**src/rtl/battery_soc_from_voltage_curve_core_defines.svh**
```systemverilog
// Assertion macros for the state-of-charge lookup pipeline.
`ifndef BATTERY_SOC_FROM_VOLTAGE_CURVE_CORE_DEFINES_SVH
`define BATTERY_SOC_FROM_VOLTAGE_CURVE_CORE_DEFINES_SVH

// The consequent must hold in the same cycle as the antecedent.
`define BSOC_ASSERT_SAME(label, ante, cons) \
	label: assert property (@(posedge clk) disable iff (!arst_n) (ante) |-> (cons)) \
		else $error("State-of-charge pipeline check failed.");

// The consequent must hold in the cycle after the antecedent.
`define BSOC_ASSERT_NEXT(label, ante, cons) \
	label: assert property (@(posedge clk) disable iff (!arst_n) (ante) |=> (cons)) \
		else $error("State-of-charge pipeline check failed.");

`endif

```
**src/rtl/bsoc_pkg.sv**
```systemverilog
// Package with the curve tables and stage payload types of the state-of-charge lookup.
package bsoc_pkg;

	localparam logic [15:0] LOW_LIMIT_MV   = 16'd3150;
	localparam logic [15:0] HIGH_LIMIT_MV  = 16'd4250;
	localparam logic [15:0] CURVE_FIRST_MV = 16'd3200;
	localparam logic [15:0] CURVE_LAST_MV  = 16'd4200;
	localparam logic [6:0]  PCT_EMPTY      = 7'd0;
	localparam logic [6:0]  PCT_FULL       = 7'd100;
	localparam int          NUM_SEGMENTS   = 10;
	localparam int          RECIP_SHIFT    = 13;

	typedef struct packed {
		logic       in_range;
		logic       flat;
		logic [6:0] pct;
		logic [3:0] seg;
		logic [7:0] off;
	} seg_t;

	typedef struct packed {
		logic        in_range;
		logic        flat;
		logic [6:0]  pct;
		logic [3:0]  seg;
		logic [12:0] x;
	} num_t;

	typedef struct packed {
		logic        in_range;
		logic        flat;
		logic [6:0]  pct;
		logic [3:0]  seg;
		logic [12:0] x;
		logic [3:0]  q;
	} quo_t;

	function automatic logic [12:0] seg_lo_mv(logic [3:0] seg);
		logic [12:0] r;
		unique case (seg)
			4'd0:    r = 13'd3200;
			4'd1:    r = 13'd3350;
			4'd2:    r = 13'd3500;
			4'd3:    r = 13'd3600;
			4'd4:    r = 13'd3700;
			4'd5:    r = 13'd3780;
			4'd6:    r = 13'd3860;
			4'd7:    r = 13'd3950;
			4'd8:    r = 13'd4050;
			4'd9:    r = 13'd4150;
			default: r = 13'd4200;
		endcase
		return r;
	endfunction

	function automatic logic [7:0] seg_den(logic [3:0] seg);
		logic [7:0] r;
		unique case (seg)
			4'd0, 4'd1:             r = 8'd150;
			4'd2, 4'd3, 4'd7, 4'd8: r = 8'd100;
			4'd4, 4'd5:             r = 8'd80;
			4'd6:                   r = 8'd90;
			default:                r = 8'd50;
		endcase
		return r;
	endfunction

	function automatic logic [3:0] seg_dp(logic [3:0] seg);
		logic [3:0] r;
		unique case (seg)
			4'd0:             r = 4'd5;
			4'd1:             r = 4'd7;
			4'd2, 4'd8:       r = 4'd8;
			4'd3, 4'd4, 4'd5: r = 4'd15;
			4'd6:             r = 4'd13;
			4'd7:             r = 4'd10;
			default:          r = 4'd4;
		endcase
		return r;
	endfunction

	function automatic logic [6:0] seg_base(logic [3:0] seg);
		logic [6:0] r;
		unique case (seg)
			4'd0:    r = 7'd0;
			4'd1:    r = 7'd5;
			4'd2:    r = 7'd12;
			4'd3:    r = 7'd20;
			4'd4:    r = 7'd35;
			4'd5:    r = 7'd50;
			4'd6:    r = 7'd65;
			4'd7:    r = 7'd78;
			4'd8:    r = 7'd88;
			default: r = 7'd96;
		endcase
		return r;
	endfunction

	// Floor of 2^RECIP_SHIFT over twice the segment width.
	function automatic logic [6:0] seg_recip(logic [3:0] seg);
		logic [6:0] r;
		unique case (seg)
			4'd0, 4'd1:             r = 7'd27;
			4'd2, 4'd3, 4'd7, 4'd8: r = 7'd40;
			4'd4, 4'd5:             r = 7'd51;
			4'd6:                   r = 7'd45;
			default:                r = 7'd81;
		endcase
		return r;
	endfunction

endpackage

```
**src/rtl/bsoc_segment.sv**
```systemverilog
// First stage: range check, segment search and offset into the segment.
module bsoc_segment (
	input  logic                clk,
	input  logic                arst_n,
	input  logic                valid_i,
	output logic                ready_o,
	input  logic [15:0]         voltage_mv,
	output logic                valid_o,
	input  logic                ready_i,
	output bsoc_pkg::seg_t      dout
);

	logic           valid_s1;
	bsoc_pkg::seg_t data_s1;
	bsoc_pkg::seg_t next;
	logic [3:0]     seg;
	logic [15:0]    diff;

	always_comb begin
		seg = 4'd0;
		for (int k = 1; k < bsoc_pkg::NUM_SEGMENTS; k++) begin
			if (voltage_mv > {3'b000, bsoc_pkg::seg_lo_mv(4'(k))}) begin
				seg = 4'(k);
			end
		end
		diff = voltage_mv - {3'b000, bsoc_pkg::seg_lo_mv(seg)};
		next.in_range = (voltage_mv >= bsoc_pkg::LOW_LIMIT_MV) &&
			(voltage_mv <= bsoc_pkg::HIGH_LIMIT_MV);
		next.seg = seg;
		next.off = diff[7:0];
		next.flat = 1'b1;
		next.pct = bsoc_pkg::PCT_EMPTY;
		if (next.in_range) begin
			if (voltage_mv > bsoc_pkg::CURVE_LAST_MV) begin
				next.pct = bsoc_pkg::PCT_FULL;
			end else if (voltage_mv > bsoc_pkg::CURVE_FIRST_MV) begin
				next.flat = 1'b0;
			end
		end
	end

	assign ready_o = !valid_s1 || ready_i;
	assign valid_o = valid_s1;
	assign dout    = data_s1;

	always_ff @(posedge clk or negedge arst_n) begin
		if (!arst_n) begin
			valid_s1 <= 1'b0;
		end else if (ready_o) begin
			valid_s1 <= valid_i;
		end
	end

	always_ff @(posedge clk) begin
		if (ready_o && valid_i) begin
			data_s1 <= next;
		end
	end

endmodule

```
**src/rtl/bsoc_scale.sv**
```systemverilog
// Second and third stages: rounded numerator, then reciprocal multiply for the quotient estimate.
module bsoc_scale (
	input  logic                clk,
	input  logic                arst_n,
	input  logic                valid_i,
	output logic                ready_o,
	input  bsoc_pkg::seg_t      din,
	output logic                valid_o,
	input  logic                ready_i,
	output bsoc_pkg::quo_t      dout
);

	logic           valid_s2;
	logic           valid_s3;
	logic           ready_s2;
	bsoc_pkg::num_t data_s2;
	bsoc_pkg::quo_t data_s3;
	logic [11:0]    num;
	logic [12:0]    x;
	logic [19:0]    prod;

	assign num  = 12'(din.off * bsoc_pkg::seg_dp(din.seg));
	assign x    = {num, 1'b0} + {5'b00000, bsoc_pkg::seg_den(din.seg)};
	assign prod = 20'(data_s2.x * bsoc_pkg::seg_recip(data_s2.seg));

	assign ready_s2 = !valid_s3 || ready_i;
	assign ready_o  = !valid_s2 || ready_s2;
	assign valid_o  = valid_s3;
	assign dout     = data_s3;

	always_ff @(posedge clk or negedge arst_n) begin
		if (!arst_n) begin
			valid_s2 <= 1'b0;
			valid_s3 <= 1'b0;
		end else begin
			if (ready_o) begin
				valid_s2 <= valid_i;
			end
			if (ready_s2) begin
				valid_s3 <= valid_s2;
			end
		end
	end

	always_ff @(posedge clk) begin
		if (ready_o && valid_i) begin
			data_s2.in_range <= din.in_range;
			data_s2.flat     <= din.flat;
			data_s2.pct      <= din.pct;
			data_s2.seg      <= din.seg;
			data_s2.x        <= x;
		end
		if (ready_s2 && valid_s2) begin
			data_s3.in_range <= data_s2.in_range;
			data_s3.flat     <= data_s2.flat;
			data_s3.pct      <= data_s2.pct;
			data_s3.seg      <= data_s2.seg;
			data_s3.x        <= data_s2.x;
			data_s3.q        <= prod[bsoc_pkg::RECIP_SHIFT +: 4];
		end
	end

endmodule

```
**src/rtl/bsoc_round.sv**
```systemverilog
// Last stage: quotient correction, base percentage and the output register.
`include "battery_soc_from_voltage_curve_core_defines.svh"

module bsoc_round (
	input  logic                clk,
	input  logic                arst_n,
	input  logic                valid_i,
	output logic                ready_o,
	input  bsoc_pkg::quo_t      din,
	output logic                out_valid,
	input  logic                out_ready,
	output logic [6:0]          out_pct,
	output logic                out_in_range
);

	logic        valid_s4;
	logic [6:0]  pct_s4;
	logic        in_range_s4;
	logic [8:0]  den2;
	logic [4:0]  q_inc;
	logic [13:0] step;
	logic [13:0] bound;
	logic [3:0]  q_fix;
	logic [6:0]  pct;

	assign den2  = {bsoc_pkg::seg_den(din.seg), 1'b0};
	assign q_inc = {1'b0, din.q} + 5'd1;
	assign step  = 14'(q_inc * den2);
	assign bound = step + {5'b00000, den2};
	assign q_fix = (step <= {1'b0, din.x}) ? 4'(q_inc) : din.q;
	assign pct   = din.flat ? din.pct : bsoc_pkg::seg_base(din.seg) + {3'b000, q_fix};

	assign ready_o      = !valid_s4 || out_ready;
	assign out_valid    = valid_s4;
	assign out_pct      = pct_s4;
	assign out_in_range = in_range_s4;

	always_ff @(posedge clk or negedge arst_n) begin
		if (!arst_n) begin
			valid_s4 <= 1'b0;
		end else if (ready_o) begin
			valid_s4 <= valid_i;
		end
	end

	always_ff @(posedge clk) begin
		if (ready_o && valid_i) begin
			pct_s4      <= pct;
			in_range_s4 <= din.in_range;
		end
	end

	// The reciprocal estimate is never more than one below the true quotient.
	`BSOC_ASSERT_SAME(a_quot_window, valid_i && !din.flat, {1'b0, din.x} < bound)
	`BSOC_ASSERT_SAME(a_out_of_range_zero, valid_s4 && !in_range_s4, pct_s4 == 7'd0)
	`BSOC_ASSERT_SAME(a_pct_limit, valid_s4, pct_s4 <= bsoc_pkg::PCT_FULL)

endmodule

```
**src/rtl/battery_soc_from_voltage_curve_core.sv**
```systemverilog
// Top level of the battery state-of-charge lookup from a voltage curve.
// One voltage sample in millivolts enters per transaction on the slave side and one
// state-of-charge result leaves per transaction on the master side, in order. The block
// is a four-stage pipeline (segment search, numerator, reciprocal multiply, correction
// and output register), so a sample can be accepted in every cycle while the master side
// is not stalled; no stage holds an iterative unit, so the rate is then one sample per cycle.
// Results are the curve value rounded half up; samples outside 3150 to 4250 mV give
// a percentage of zero with the in-range flag clear.
module battery_soc_from_voltage_curve_core (
	input  logic        clk,
	input  logic        arst_n,
	input  logic        s_tvalid,
	output logic        s_tready,
	input  logic [15:0] s_tdata,  // [15:0] voltage_mv
	output logic        m_tvalid,
	input  logic        m_tready,
	output logic [7:0]  m_tdata,  // [6:0] soc_percent, [7] zero
	output logic [0:0]  m_tuser   // [0] in_range
);

	logic           seg_valid;
	logic           seg_ready;
	bsoc_pkg::seg_t seg_data;
	logic           quo_valid;
	logic           quo_ready;
	bsoc_pkg::quo_t quo_data;
	logic [6:0]     soc_percent;
	logic           in_range;

	bsoc_segment u_segment (
		.clk        (clk),
		.arst_n     (arst_n),
		.valid_i    (s_tvalid),
		.ready_o    (s_tready),
		.voltage_mv (s_tdata),
		.valid_o    (seg_valid),
		.ready_i    (seg_ready),
		.dout       (seg_data)
	);

	bsoc_scale u_scale (
		.clk     (clk),
		.arst_n  (arst_n),
		.valid_i (seg_valid),
		.ready_o (seg_ready),
		.din     (seg_data),
		.valid_o (quo_valid),
		.ready_i (quo_ready),
		.dout    (quo_data)
	);

	bsoc_round u_round (
		.clk          (clk),
		.arst_n       (arst_n),
		.valid_i      (quo_valid),
		.ready_o      (quo_ready),
		.din          (quo_data),
		.out_valid    (m_tvalid),
		.out_ready    (m_tready),
		.out_pct      (soc_percent),
		.out_in_range (in_range)
	);

	assign m_tdata = {1'b0, soc_percent};
	assign m_tuser = in_range;

endmodule
```
**config.mk**
```make
export PLATFORM = sky130hd
export DESIGN_NAME = battery_soc_from_voltage_curve_core
export DESIGN_NICKNAME = d
export VERILOG_FILES = /design/src/rtl/bsoc_pkg.sv /design/src/rtl/bsoc_segment.sv /design/src/rtl/bsoc_scale.sv /design/src/rtl/bsoc_round.sv /design/src/rtl/battery_soc_from_voltage_curve_core.sv
export VERILOG_INCLUDE_DIRS = /design/src /design/src/rtl
export SDC_FILE = /design/constraint.sdc
export NUM_CORES = 1
export LEC_CHECK = 0
export BUFFER_PORTS_ARGS = -buffer_cell sky130_fd_sc_hd__buf_2
export CELL_PAD_IN_SITES_DETAIL_PLACEMENT = 0
export CELL_PAD_IN_SITES_GLOBAL_PLACEMENT = 2
export CORE_MARGIN = 4
export CORE_UTILIZATION = 38
export CTS_BUF_LIST = sky130_fd_sc_hd__clkbuf_4 sky130_fd_sc_hd__clkbuf_8
export CTS_CLUSTER_SIZE = 10
export DETAILED_ROUTE_END_ITERATION = 10
export MAX_ROUTING_LAYER = met4
export PLACE_DENSITY_LB_ADDON = 0.1
export SYNTH_ARGS = -nofsm -noshare
export SYNTH_HDL_FRONTEND = slang
export SYNTH_HIERARCHICAL = 1
export SYNTH_SLANG_ARGS = --single-unit
```
**constraint.sdc**
```tcl
create_clock -name clk -period 6.4 [get_ports clk]
set_clock_uncertainty 0.15 [all_clocks]
set_input_delay 1.28 -clock clk [delete_from_list [all_inputs] [get_ports clk]]
set_output_delay 1.28 -clock clk [all_outputs]
set_load 0.02 [all_outputs]
```
==> out/metrics.cfg, run 1 <==
[critical_path]
required_ns = 6.37
critPathMaxFanout = 6
timing.rr.start = u_scale/dout[19]
slowest_stage = fa_1
cpMostUsedCell = fa_1
cpPeakStageDelay_ns = 0.54
regToRegSetupSlack_ns = -0.34
worstRegToRegCells = 27
worstPathBufferInverterCount = 3
r2r-end = u_round/out_pct[5]
critPathCaptureType = flop
crit_type = flop to flop
cp.arrival_ns = 6.71
start_kind = flop
crit_family = adder cells

[power]
p_per_area_nw_per_um2 = 459
p_clk_frac = 0.075
ir_drop_uv = 335
switchingPower_mw = 2.13
pwr-share-seq = 0.184
netSwitchingFraction = 0.438
p_int_mw = 2.73
power_frac_comb = 0.741
power_mw = 4.87
p_leak_nw = 4.83

[yosys]
synth_area_leaders = edfxtp_1, fa_1, ha_1
yosysTopAreaCell = edfxtp_1
postSynthAreaPerCell_sq_um = 9.64
synth_flop_cell = edfxtp_1
synth_seq_cells = 88
synth_edf_count = 77
synthArstFlopShare = 0.0455
synth_seq_area_share = 0.277
ys_types = 76
netlist.area_leader.share = 0.251
netlist_area_sq_um = 9220
syn_inst = 956
yosysWarningCount = 6

[grt]
grt_pass1_vias = 6841
overflow = 0
busiest_layer = met2
grt_use_met2 = 0.285
antenna_found_initial = 0
use_met1 = 0.206
grt_pass1_wl_microns = 34300
grt_usage = 0.164
grt_start_max_net_pins = 30
met3_usage = 0.0191

[detailed_routing]
firstDrtPassIters = 4
antenna_left = 0
wire_per_inst_microns = 14.9
dr_total_vias = 6674
drt-total-wl_microns = 20400
drt_iter0_drc = 230
via_per_inst = 4.89
drc_errors = 0

[clock_network]
cts_tree = yes
clkTransAtPathRegs_ns = 0.09
cts_hold_buf = 0
htreeDepth = 3
cts_made_buffers = 9
insertion_delay_ns = 0.36
cts_buffer_depth = 2
cts_root_buffer = clkbuf_8
clock-sinks = 88

[timing]
hold_viol = 0
fin_crit_ns = 6.74
setup_slack_ns = -0.342
slew_violations = 0
fin_setup_tns_ns = -1.42
slew_headroom = 0.376
rsz0062_at_grt = yes
max_freq_mhz = 148
finalSetupViolations = 6
worstMarginPinSlew_ns = 0.935
finalCritPeriodShare = 1.05

[floorplanning]
start_util = 0.389
core.rowCount = 56
die_h_microns = 164
die-width_microns = 164
die_area_sq_um = 26800
ios = 31
fp.coreArea_sq_um = 23700

[min_path]
worstHoldEndpoint = u_scale/dout[27]
hold_start = u_scale/data_s2[23]
hold_path_depth = 0
hp-class = flop to flop

[run]
drv_cap = 0

[final_layout]
drive_above_1_share = 0.186
final_common_cell = inv_1
area_delta_synth_final_pct = 15.2
diodes = 0
instances_no_fill = 1366
mostFrequentLayoutCells = inv_1, ha_1, nand2_1, edfxtp_1, and2_1
nNetsFinal = 1233

[placement]
dp.cells = 1335
dp_slack_ns = -0.432
io_buffers = 29
gp_congestion = 0.810
hpwl_microns = 16600

[run_status]
violations = negative setup slack
status = finished, violations left

how the worst max path moves through the flow:
| stage | startpoint | endpoint | slack [ns] | depth (start not counted) |
|---|---|---|---|---|
| 6_report | u_scale/dout[19] | u_round/out_pct[5] | -0.34 | 27 |
| 3_5_place_dp | u_scale/dout[18] | u_round/out_pct[4] | -0.43 | 27 |
| 5_1_grt | u_scale/dout[17] | u_round/out_pct[6] | -0.71 | 32 |
| 3_3_place_gp | u_scale/dout[19] | u_round/out_pct[4] | -0.44 | 27 |
| 4_1_cts | u_scale/dout[17] | u_round/out_pct[5] | -0.39 | 29 |
| 2_1_floorplan | u_scale/dout[18] | u_round/out_pct[5] | -0.13 | 30 |
stage by stage:
stage,hold WS (ns),utilization,instance area (sq um)
finish,0.278,0.448,10600
floorplan,0.250,-,9370
global route,0.294,0.448,10600
global placement,0.251,0.430,10200
CTS,0.278,0.442,10500
detailed placement,0.255,0.430,10200
worst reg2reg max path, delay by kind of cell, from the launching register on:
family / cells / cell delay [ns]
XOR/XNOR: 1 / 0.14
AO/OA/AOI/OAI: 11 / 2.07
flip-flops: 1 / 0.46
buffers and inverters: 3 / 0.26
adder cells (fa/ha/maj): 6 / 2.43
AND/OR/NAND/NOR: 5 / 0.69
multiplexers: 1 / 0.29
final cells by class:
type / count / area [sq um]
Tap cell: 319 / 399
Multi-Input combinational cell: 707 / 6260
Sequential cell: 88 / 2550
Inverter: 132 / 495
Timing Repair Buffer: 104 / 719
Fill cell: 2403 / 13100
Clock buffer: 9 / 124
Clock inverter: 7 / 60.1
power by group through the flow:
stage | combinational, mW | clock [mW] | sequential, mW
final | 3.61 | 0.365 | 0.896
after global routing | 4.12 | 0.401 | 0.916
after CTS | 3.51 | 0.380 | 0.894
after detailed placement | 3.37 | 0 | 0.907
after global placement | 3.38 | 0 | 0.905
after floorplan | 2.37 | 0 | 0.860
synthesized netlist by cell type, types with 16 or more instances:
master	instances
a21oi_1	47
and2_1	76
clkbuf_1	18
edfxtp_1	77
fa_1	76
ha_1	95
inv_1	132
nand2_1	84
nand2b_1	17
nor2_1	47
nor3_1	16
o21ai_0	32
xnor2_1	35
registers in the layout (all words and copies together) (netlist names), named ones only:
| register | flops |
|---|---|
| u_segment/dout | 15 |
| u_scale/valid_o | 1 |
| u_scale/dout | 29 |
| u_round/out_valid | 1 |
| u_segment/valid_o | 1 |
| u_scale/valid_s2 | 1 |
| u_round/out_in_range | 1 |
| u_round/out_pct | 7 |
| u_scale/data_s2 | 25 |
per-layer routing:
layer,wire (microns),vias to the layer above,share of wire
met3,309,20,0.015
met5,0,-,0
met2,10500,60,0.51
li1,-,3385,-
met4,196,0,0.0096
met1,9410,3209,0.46
what timing repair did:
item,in CTS,in global routing
gates resized for setup,11,27
hold endpoints to repair,0,0
pin swaps,25,30
setup buffers,10,7
setup endpoints to repair,6,7
cells by family (layout without fill, tap and decap cells):
logic type,count (synthesis),in the layout,synth area share
and+or+nand+nor,306,306,0.173
adders and majority gates,171,171,0.294
AOI/OAI and AO/OA,165,165,0.125
buffers and inverters,164,252,0.0711
DFF,88,88,0.277
xor gates and xnor gates,49,49,0.0466
muxes,10,10,0.0115
other,3,6,0.00122
(Power assumes the default switching activity.)
==> run 2, diff against run 1 <==
PLACE_DENSITY = 0.79   (was default)
PLACE_DENSITY_LB_ADDON = default   (was 0.1)
==> run 2 against run 1 <==
Effect of this change:
- the flow still finishes with violations (negative setup slack)
- first-iteration DRC count is 3.9% higher
- global-route usage is 0.97 points lower
- final area is 0.46% lower
- critical path depth is 3 higher
- register-to-register slack worse by 0.02 ns
- sequential power hardly changed
- power is 0.86% higher
- cell count is 0.81% lower
- worst hold slack worse by 0.013 ns
==> out/metrics.cfg, run 2 (synthesis gave the netlist of run 1 again) <==
[power]
switchingPower_mw = 2.15  ; +0.74%
p_leak_nw = 4.81  ; -0.50%
p_int_mw = 2.76  ; +0.95%
netSwitchingFraction = 0.438  ; -0.000525
pwr-share-seq = 0.182  ; -0.002
power_mw = 4.91  ; +0.86%
p_clk_frac = 0.083  ; +0.008
p_per_area_nw_per_um2 = 465  ; +1.3%
ir_drop_uv = 396  ; +18%
power_frac_comb = 0.735  ; -0.006

[timing]
slew_headroom = 0.405  ; +0.0286
max_freq_mhz = 148  ; -0.29%
finalSetupViolations = 5  ; -1
fin_crit_ns = 6.76  ; +0.0193 ns
worstMarginPinSlew_ns = 0.892  ; -0.0429 ns
setup_slack_ns = -0.361  ; -0.0193 ns
hold_viol = 0  ; unchanged
finalCritPeriodShare = 1.06  ; +0.00301
rsz0062_at_grt = yes
slew_violations = 0  ; unchanged

[critical_path]
worstPathBufferInverterCount = 3  ; unchanged
critPathLaunch = u_scale/dout[17]
cpPeakStageDelay_ns = 0.51  ; -0.03 ns
required_ns = 6.36  ; about the same
critPathCaptureType = flop
crit_family = adder cells
slowest_stage = fa_1
crit_type = flop to flop
cp.arrival_ns = 6.72  ; about the same
timing.rr.start = u_scale/dout[17]
start_kind = flop
critPathMaxFanout = 4  ; -2

[final_layout]
area_delta_synth_final_pct = 14.6
drive_above_1_share = 0.178  ; -0.00864
diodes = 0  ; unchanged
nNetsFinal = 1222  ; -0.89%
final_common_cell = inv_1
largest_reg_flops = 29  ; unchanged
mostFrequentLayoutCells = inv_1, ha_1, nand2_1, edfxtp_1, and2_1
instances_no_fill = 1355  ; -0.81%

[min_path]
hold_start = u_scale/data_s2[18]
hp-class = flop to flop

[detailed_routing]
antenna_left = 0  ; unchanged
via_per_inst = 4.87  ; -0.25%
drt-total-wl_microns = 19300  ; -5.2%
drt_iter0_drc = 239  ; +3.9%
wl_met2_microns = 9730  ; -7.3%
dr_total_vias = 6604  ; -1.0%
met3_length_microns = 452  ; +46%
drc_errors = 0  ; unchanged
wire_per_inst_microns = 14.3  ; -4.4%
routed.top_layer = met4
wl_met1_microns = 8940  ; -5.0%
firstDrtPassIters = 4  ; unchanged

[floorplanning]
fp.coreArea_sq_um = 23700  ; unchanged
die_area_sq_um = 26800  ; unchanged
die-width_microns = 164  ; unchanged
start_util = 0.389  ; unchanged
ios = 31  ; unchanged
die_h_microns = 164  ; unchanged
core.rowCount = 56  ; unchanged

[clock_network]
cts_buffer_depth = 2  ; unchanged
clkTransAtPathRegs_ns = 0.10  ; about the same
htreeDepth = 3  ; unchanged
cts_root_buffer = clkbuf_8
insertion_delay_ns = 0.37  ; about the same
cts_made_buffers = 9  ; unchanged
clock-sinks = 88  ; unchanged
cts_tree = yes
cts_hold_buf = 0  ; unchanged

[run]
drv_cap = 0  ; unchanged

[run_status]
violations = negative setup slack
status = finished, violations left

[placement]
dp.cells = 1332  ; -0.22%
io_buffers = 29  ; unchanged
hpwl_microns = 15600  ; -5.8%
gp_congestion = 0.823  ; +1.6%

[grt]
grt_pass1_vias = 6638  ; -3.0%
overflow = 0  ; unchanged
grt_start_max_net_pins = 30  ; unchanged
antenna_found_initial = 0  ; unchanged
grt_usage = 0.154  ; -0.00966
grt_pass1_wl_microns = 32500  ; -5.3%

## run 2: cell types whose count changed in the layout (fill, tap and decap cells not counted), sizes merged
cell and delta:
buf -11, inv -3, clkinv +2, bufinv +1
## run 2: power by group through the flow
stage          Clock, mW  Sequential [mW]  Combinational [mW]
2_1_floorplan          0            0.860                2.37
3_3_place_gp           0            0.907                3.31
3_5_place_dp           0            0.909                3.33
4_1_cts            0.423            0.895                3.45
5_1_grt            0.444            0.910                4.11
6_report           0.406            0.893                3.61
## run 2: final timing paths
check                                endpoint  slack [ns]  cells past startpoint
setup / recovery           u_round/out_pct[5]       -0.36                     30
hold / removal               u_scale/dout[22]        0.26                      0
setup reg to reg           u_round/out_pct[5]       -0.36                     30
hold reg to reg              u_scale/dout[22]        0.26                      0
max in group asynchronous    u_scale/valid_s2        5.43                      1
min in group asynchronous     u_scale/valid_o        0.54                      1
## run 2: repair_timing
action	4_1_cts	5_1_grt
setup buffers	4	4
gates cloned	0	0
resized for setup	14	23
setup endpoints to repair	6	6
pin swaps	18	25
endpoints found under the hold margin	0	0
## run 2: metrics by stage
step                      TNS, ns  hold slack (ns)  instance area [sq um]   util  setup WS [ns]
after CTS                   -1.10            0.268                  10400  0.441         -0.359
after detailed placement    -1.55            0.255                  10200  0.429         -0.400
final                       -1.20            0.265                  10600  0.446         -0.361
after global placement      -1.53            0.251                  10200  0.429         -0.371
after global routing        -3.17            0.275                  10600  0.446         -0.693
after floorplan            -0.189            0.250                   9370      -         -0.133
## run 2: cell type report
| cell class | count | area, sq um |
|---|---|---|
| fillers | 2311 | 13100 |
| inverters | 132 | 495 |
| repair buffers | 93 | 646 |
| flip-flops and latches | 88 | 2550 |
| clock inverters | 7 | 91.3 |
| well taps | 319 | 399 |
| multi-input cells | 707 | 6260 |
| clock buffers | 9 | 124 |
## run 2: routing by layer
metal	vias to the layer above	GRT usage
met4	0	0.0278
met1	3153	0.196
li1	3366	-
met5	-	-
met2	72	0.265
met3	13	0.0223
==> run 3, diff against run 2 <==
CTS_BUF_LIST = default   (was sky130_fd_sc_hd__clkbuf_4 sky130_fd_sc_hd__clkbuf_8)
PLACE_DENSITY = 0.78   (was 0.79)
SLEW_MARGIN = 20   (was default)
SYNTH_HIERARCHICAL = default   (was 1)
==> run 3 against run 2 <==
Effect of this change:
- clock power increased by 41%
- setup slack better by 0.088 ns
- sequential power up 14%
- first-iteration DRC count shrank 27%
- highest routed layer unchanged
- die area is 1.6% lower
- the run still ends with negative setup slack left
- final area is 3.3% lower
- critical endpoint is now u_round.out_pct[6]
==> out/metrics.cfg, run 3 <==
[detailed_routing]
drt-total-wl_microns = 18300  ; -5.5%
wire_per_inst_microns = 14.1  ; -1.4%
dr_total_vias = 6303  ; -4.6%
firstDrtPassIters = 4  ; unchanged
via_per_inst = 4.85  ; -0.44%
drt_iter0_drc = 175  ; -27%
drc_errors = 0  ; unchanged
antenna_left = 0  ; unchanged

[min_path]
hp-class = flop to flop

[power]
p_leak_nw = 4.66  ; -3.1%
p_per_area_nw_per_um2 = 519  ; +12%
ir_drop_uv = 374  ; -5.7%

[clock_network]
clkTransAtPathRegs_ns = 0.07  ; -0.03 ns
cts_root_buffer = clkbuf_16
insertion_delay_ns = 0.34  ; -0.03 ns
cts_buffer_depth = 2  ; unchanged
clock-sinks = 100  ; +14%
htreeDepth = 3  ; unchanged
cts_tree = yes
cts_made_buffers = 9  ; unchanged

[grt]
grt_usage = 0.154  ; +0.000487
grt_start_max_net_pins = 24  ; -20%
antenna_found_initial = 0  ; unchanged
grt_pass1_vias = 6693  ; +0.83%
grt_pass1_wl_microns = 32800  ; +0.89%
overflow = 0  ; unchanged

[run]
drv_cap = 0  ; unchanged

[yosys]
ys_types = 69  ; -9.2%
postSynthAreaPerCell_sq_um = 9.75  ; +1.1%
syn_inst = 929  ; -2.8%
synth_flop_cell = edfxtp_1
yosysWarningCount = 0  ; -6
netlist_area_sq_um = 9060  ; -1.7%
synth_area_leaders = edfxtp_1, fa_1, ha_1
synthArstFlopShare = 0.0400  ; -0.00545
yosysTopAreaCell = edfxtp_1
synth_top_cells_by_count = nand2_1, inv_1, ha_1, fa_1, edfxtp_1
synth_seq_area_share = 0.295  ; +0.0181
synth_seq_cells = 100  ; +14%
yosysMostFrequentCell = nand2_1
netlist.area_leader.share = 0.215  ; -0.0354
synth_nets = 1118
synth_edf_count = 65  ; -16%

[timing]
worstMarginPinSlew_ns = 0.880  ; -0.0115 ns
finalSetupViolations = 5  ; unchanged
rsz0062_at_grt = yes
slew_violations = 0  ; unchanged
setup_slack_ns = -0.273  ; +0.0883 ns
slew_headroom = 0.413  ; +0.00765
finalCritPeriodShare = 1.04  ; -0.0138
max_freq_mhz = 150  ; +1.3%
fin_setup_tns_ns = -0.673  ; +0.525 ns
fin_crit_ns = 6.67  ; -0.0883 ns
hold_viol = 0  ; unchanged

[placement]
hpwl_microns = 14800  ; -5.2%
gp_congestion = 0.791  ; -3.9%
dp_slack_ns = -0.532  ; -0.132 ns
dp.cells = 1281  ; -3.8%
io_buffers = 29  ; unchanged

[critical_path]
critPathCaptureType = flop
required_ns = 6.34  ; -0.02 ns
crit_family = adder cells
cpPeakStageDelay_ns = 0.54  ; +0.03 ns
slowest_stage = fa_1
critPathMaxFanout = 5  ; +1
cp.arrival_ns = 6.61  ; -0.11 ns
start_kind = flop
worstPathBufferInverterCount = 4  ; +1
crit_type = flop to flop

[run_status]
violations = negative setup slack
status = finished, violations left

[floorplanning]
core.rowCount = 56  ; unchanged
die_h_microns = 162  ; -0.82%
die-width_microns = 162  ; -0.82%
die_area_sq_um = 26400  ; -1.6%
ios = 31  ; unchanged
start_util = 0.386  ; -0.00323
fp.coreArea_sq_um = 23500  ; -0.89%

[final_layout]
diodes = 0  ; unchanged
drive_above_1_share = 0.118  ; -0.0592
area_delta_synth_final_pct = 12.8
instances_no_fill = 1299  ; -4.1%
final_common_cell = nand2_1
nNetsFinal = 1164  ; -4.7%
mostFrequentLayoutCells = nand2_1, inv_1, ha_1, fa_1, edfxtp_1

-- run 3: path summary, 6_finish.rpt --
| path | start | endpoint | slack (ns) | depth (start not counted) |
|---|---|---|---|---|
| worst min register to register | u_segment.dout[20] | u_scale.data_s2[25] | 0.26 | 0 |
| worst max-delay path | u_scale.dout[0] | u_round.out_pct[6] | -0.27 | 32 |
| worst min-delay path | u_segment.dout[20] | u_scale.data_s2[25] | 0.26 | 0 |
| worst max register to register | u_scale.dout[0] | u_round.out_pct[6] | -0.27 | 32 |
| min in group asynchronous | arst_n | u_segment.valid_o | 0.57 | 1 |
| max in group asynchronous | arst_n | u_scale.valid_o | 5.41 | 1 |
-- run 3: per-layer routing --
metal / global-route usage / wire (microns) / vias to the layer above
li1: - / - / 3198
met1: 0.193 / 8470 / 3024
met2: 0.268 / 9200 / 63
met3: 0.0205 / 345 / 18
met4: 0.0334 / 270 / 0
met5: - / 0 / -
-- run 3: through the flow --
stage                     cell area [sq um]  hold slack (ns)  utilization  total power, mW
final                                 10200            0.258        0.435             5.30
after global routing                  10200            0.267        0.435             5.97
after CTS                             10200            0.261        0.435             5.40
after global placement                 9770            0.253        0.416             4.57
after detailed placement               9770            0.255        0.416             4.59
after floorplan                        9140            0.250            -             3.53
-- run 3: worst reg2reg max path, delay by kind of cell (launching register included) --
kind	cells	cell delay, ns
xor+xnor	3	0.36
flops	1	0.41
fa+ha+maj	8	2.92
compound gates	4	0.76
simple gates	13	1.43
buf+inv	4	0.39
-- run 3: kinds of logic after synthesis --
group                    Yosys count  synth area share
AO/OA/AOI/OAI                    142             0.111
XOR/XNOR                          50            0.0483
adder cells (fa/ha/maj)          169             0.296
buffers and inverters            136            0.0593
flip-flops                       100             0.295
multiplexers                      14            0.0163
other                              1          0.000414
AND/OR/NAND/NOR                  317             0.173
-- run 3: area by class of cell --
type                    instances  area, sq um
clock buffers                  12          246
clock inverters                 4         72.6
fillers                      2305        13300
inverters                     113          424
multi-input cells             693         6030
flip-flops and latches        100         2670
well taps                     319          399
repair buffers                 58          367
-- run 3: timing repair --
action / CTS / global route
resized for setup: 18 / 0
buffers inserted: 2 / 0
hold buffers: 0 / 0
pin swaps: 5 / 0
endpoints found under the setup margin: 6 / 6
-- run 3: report_power, final --
part | internal (mW) | leakage, nW | switching (mW) | total (mW)
registers | 0.881 | 0.917 | 0.142 | 1.02
logic | 1.79 | 3.58 | 1.92 | 3.71
clock network | 0.353 | 0.155 | 0.221 | 0.574
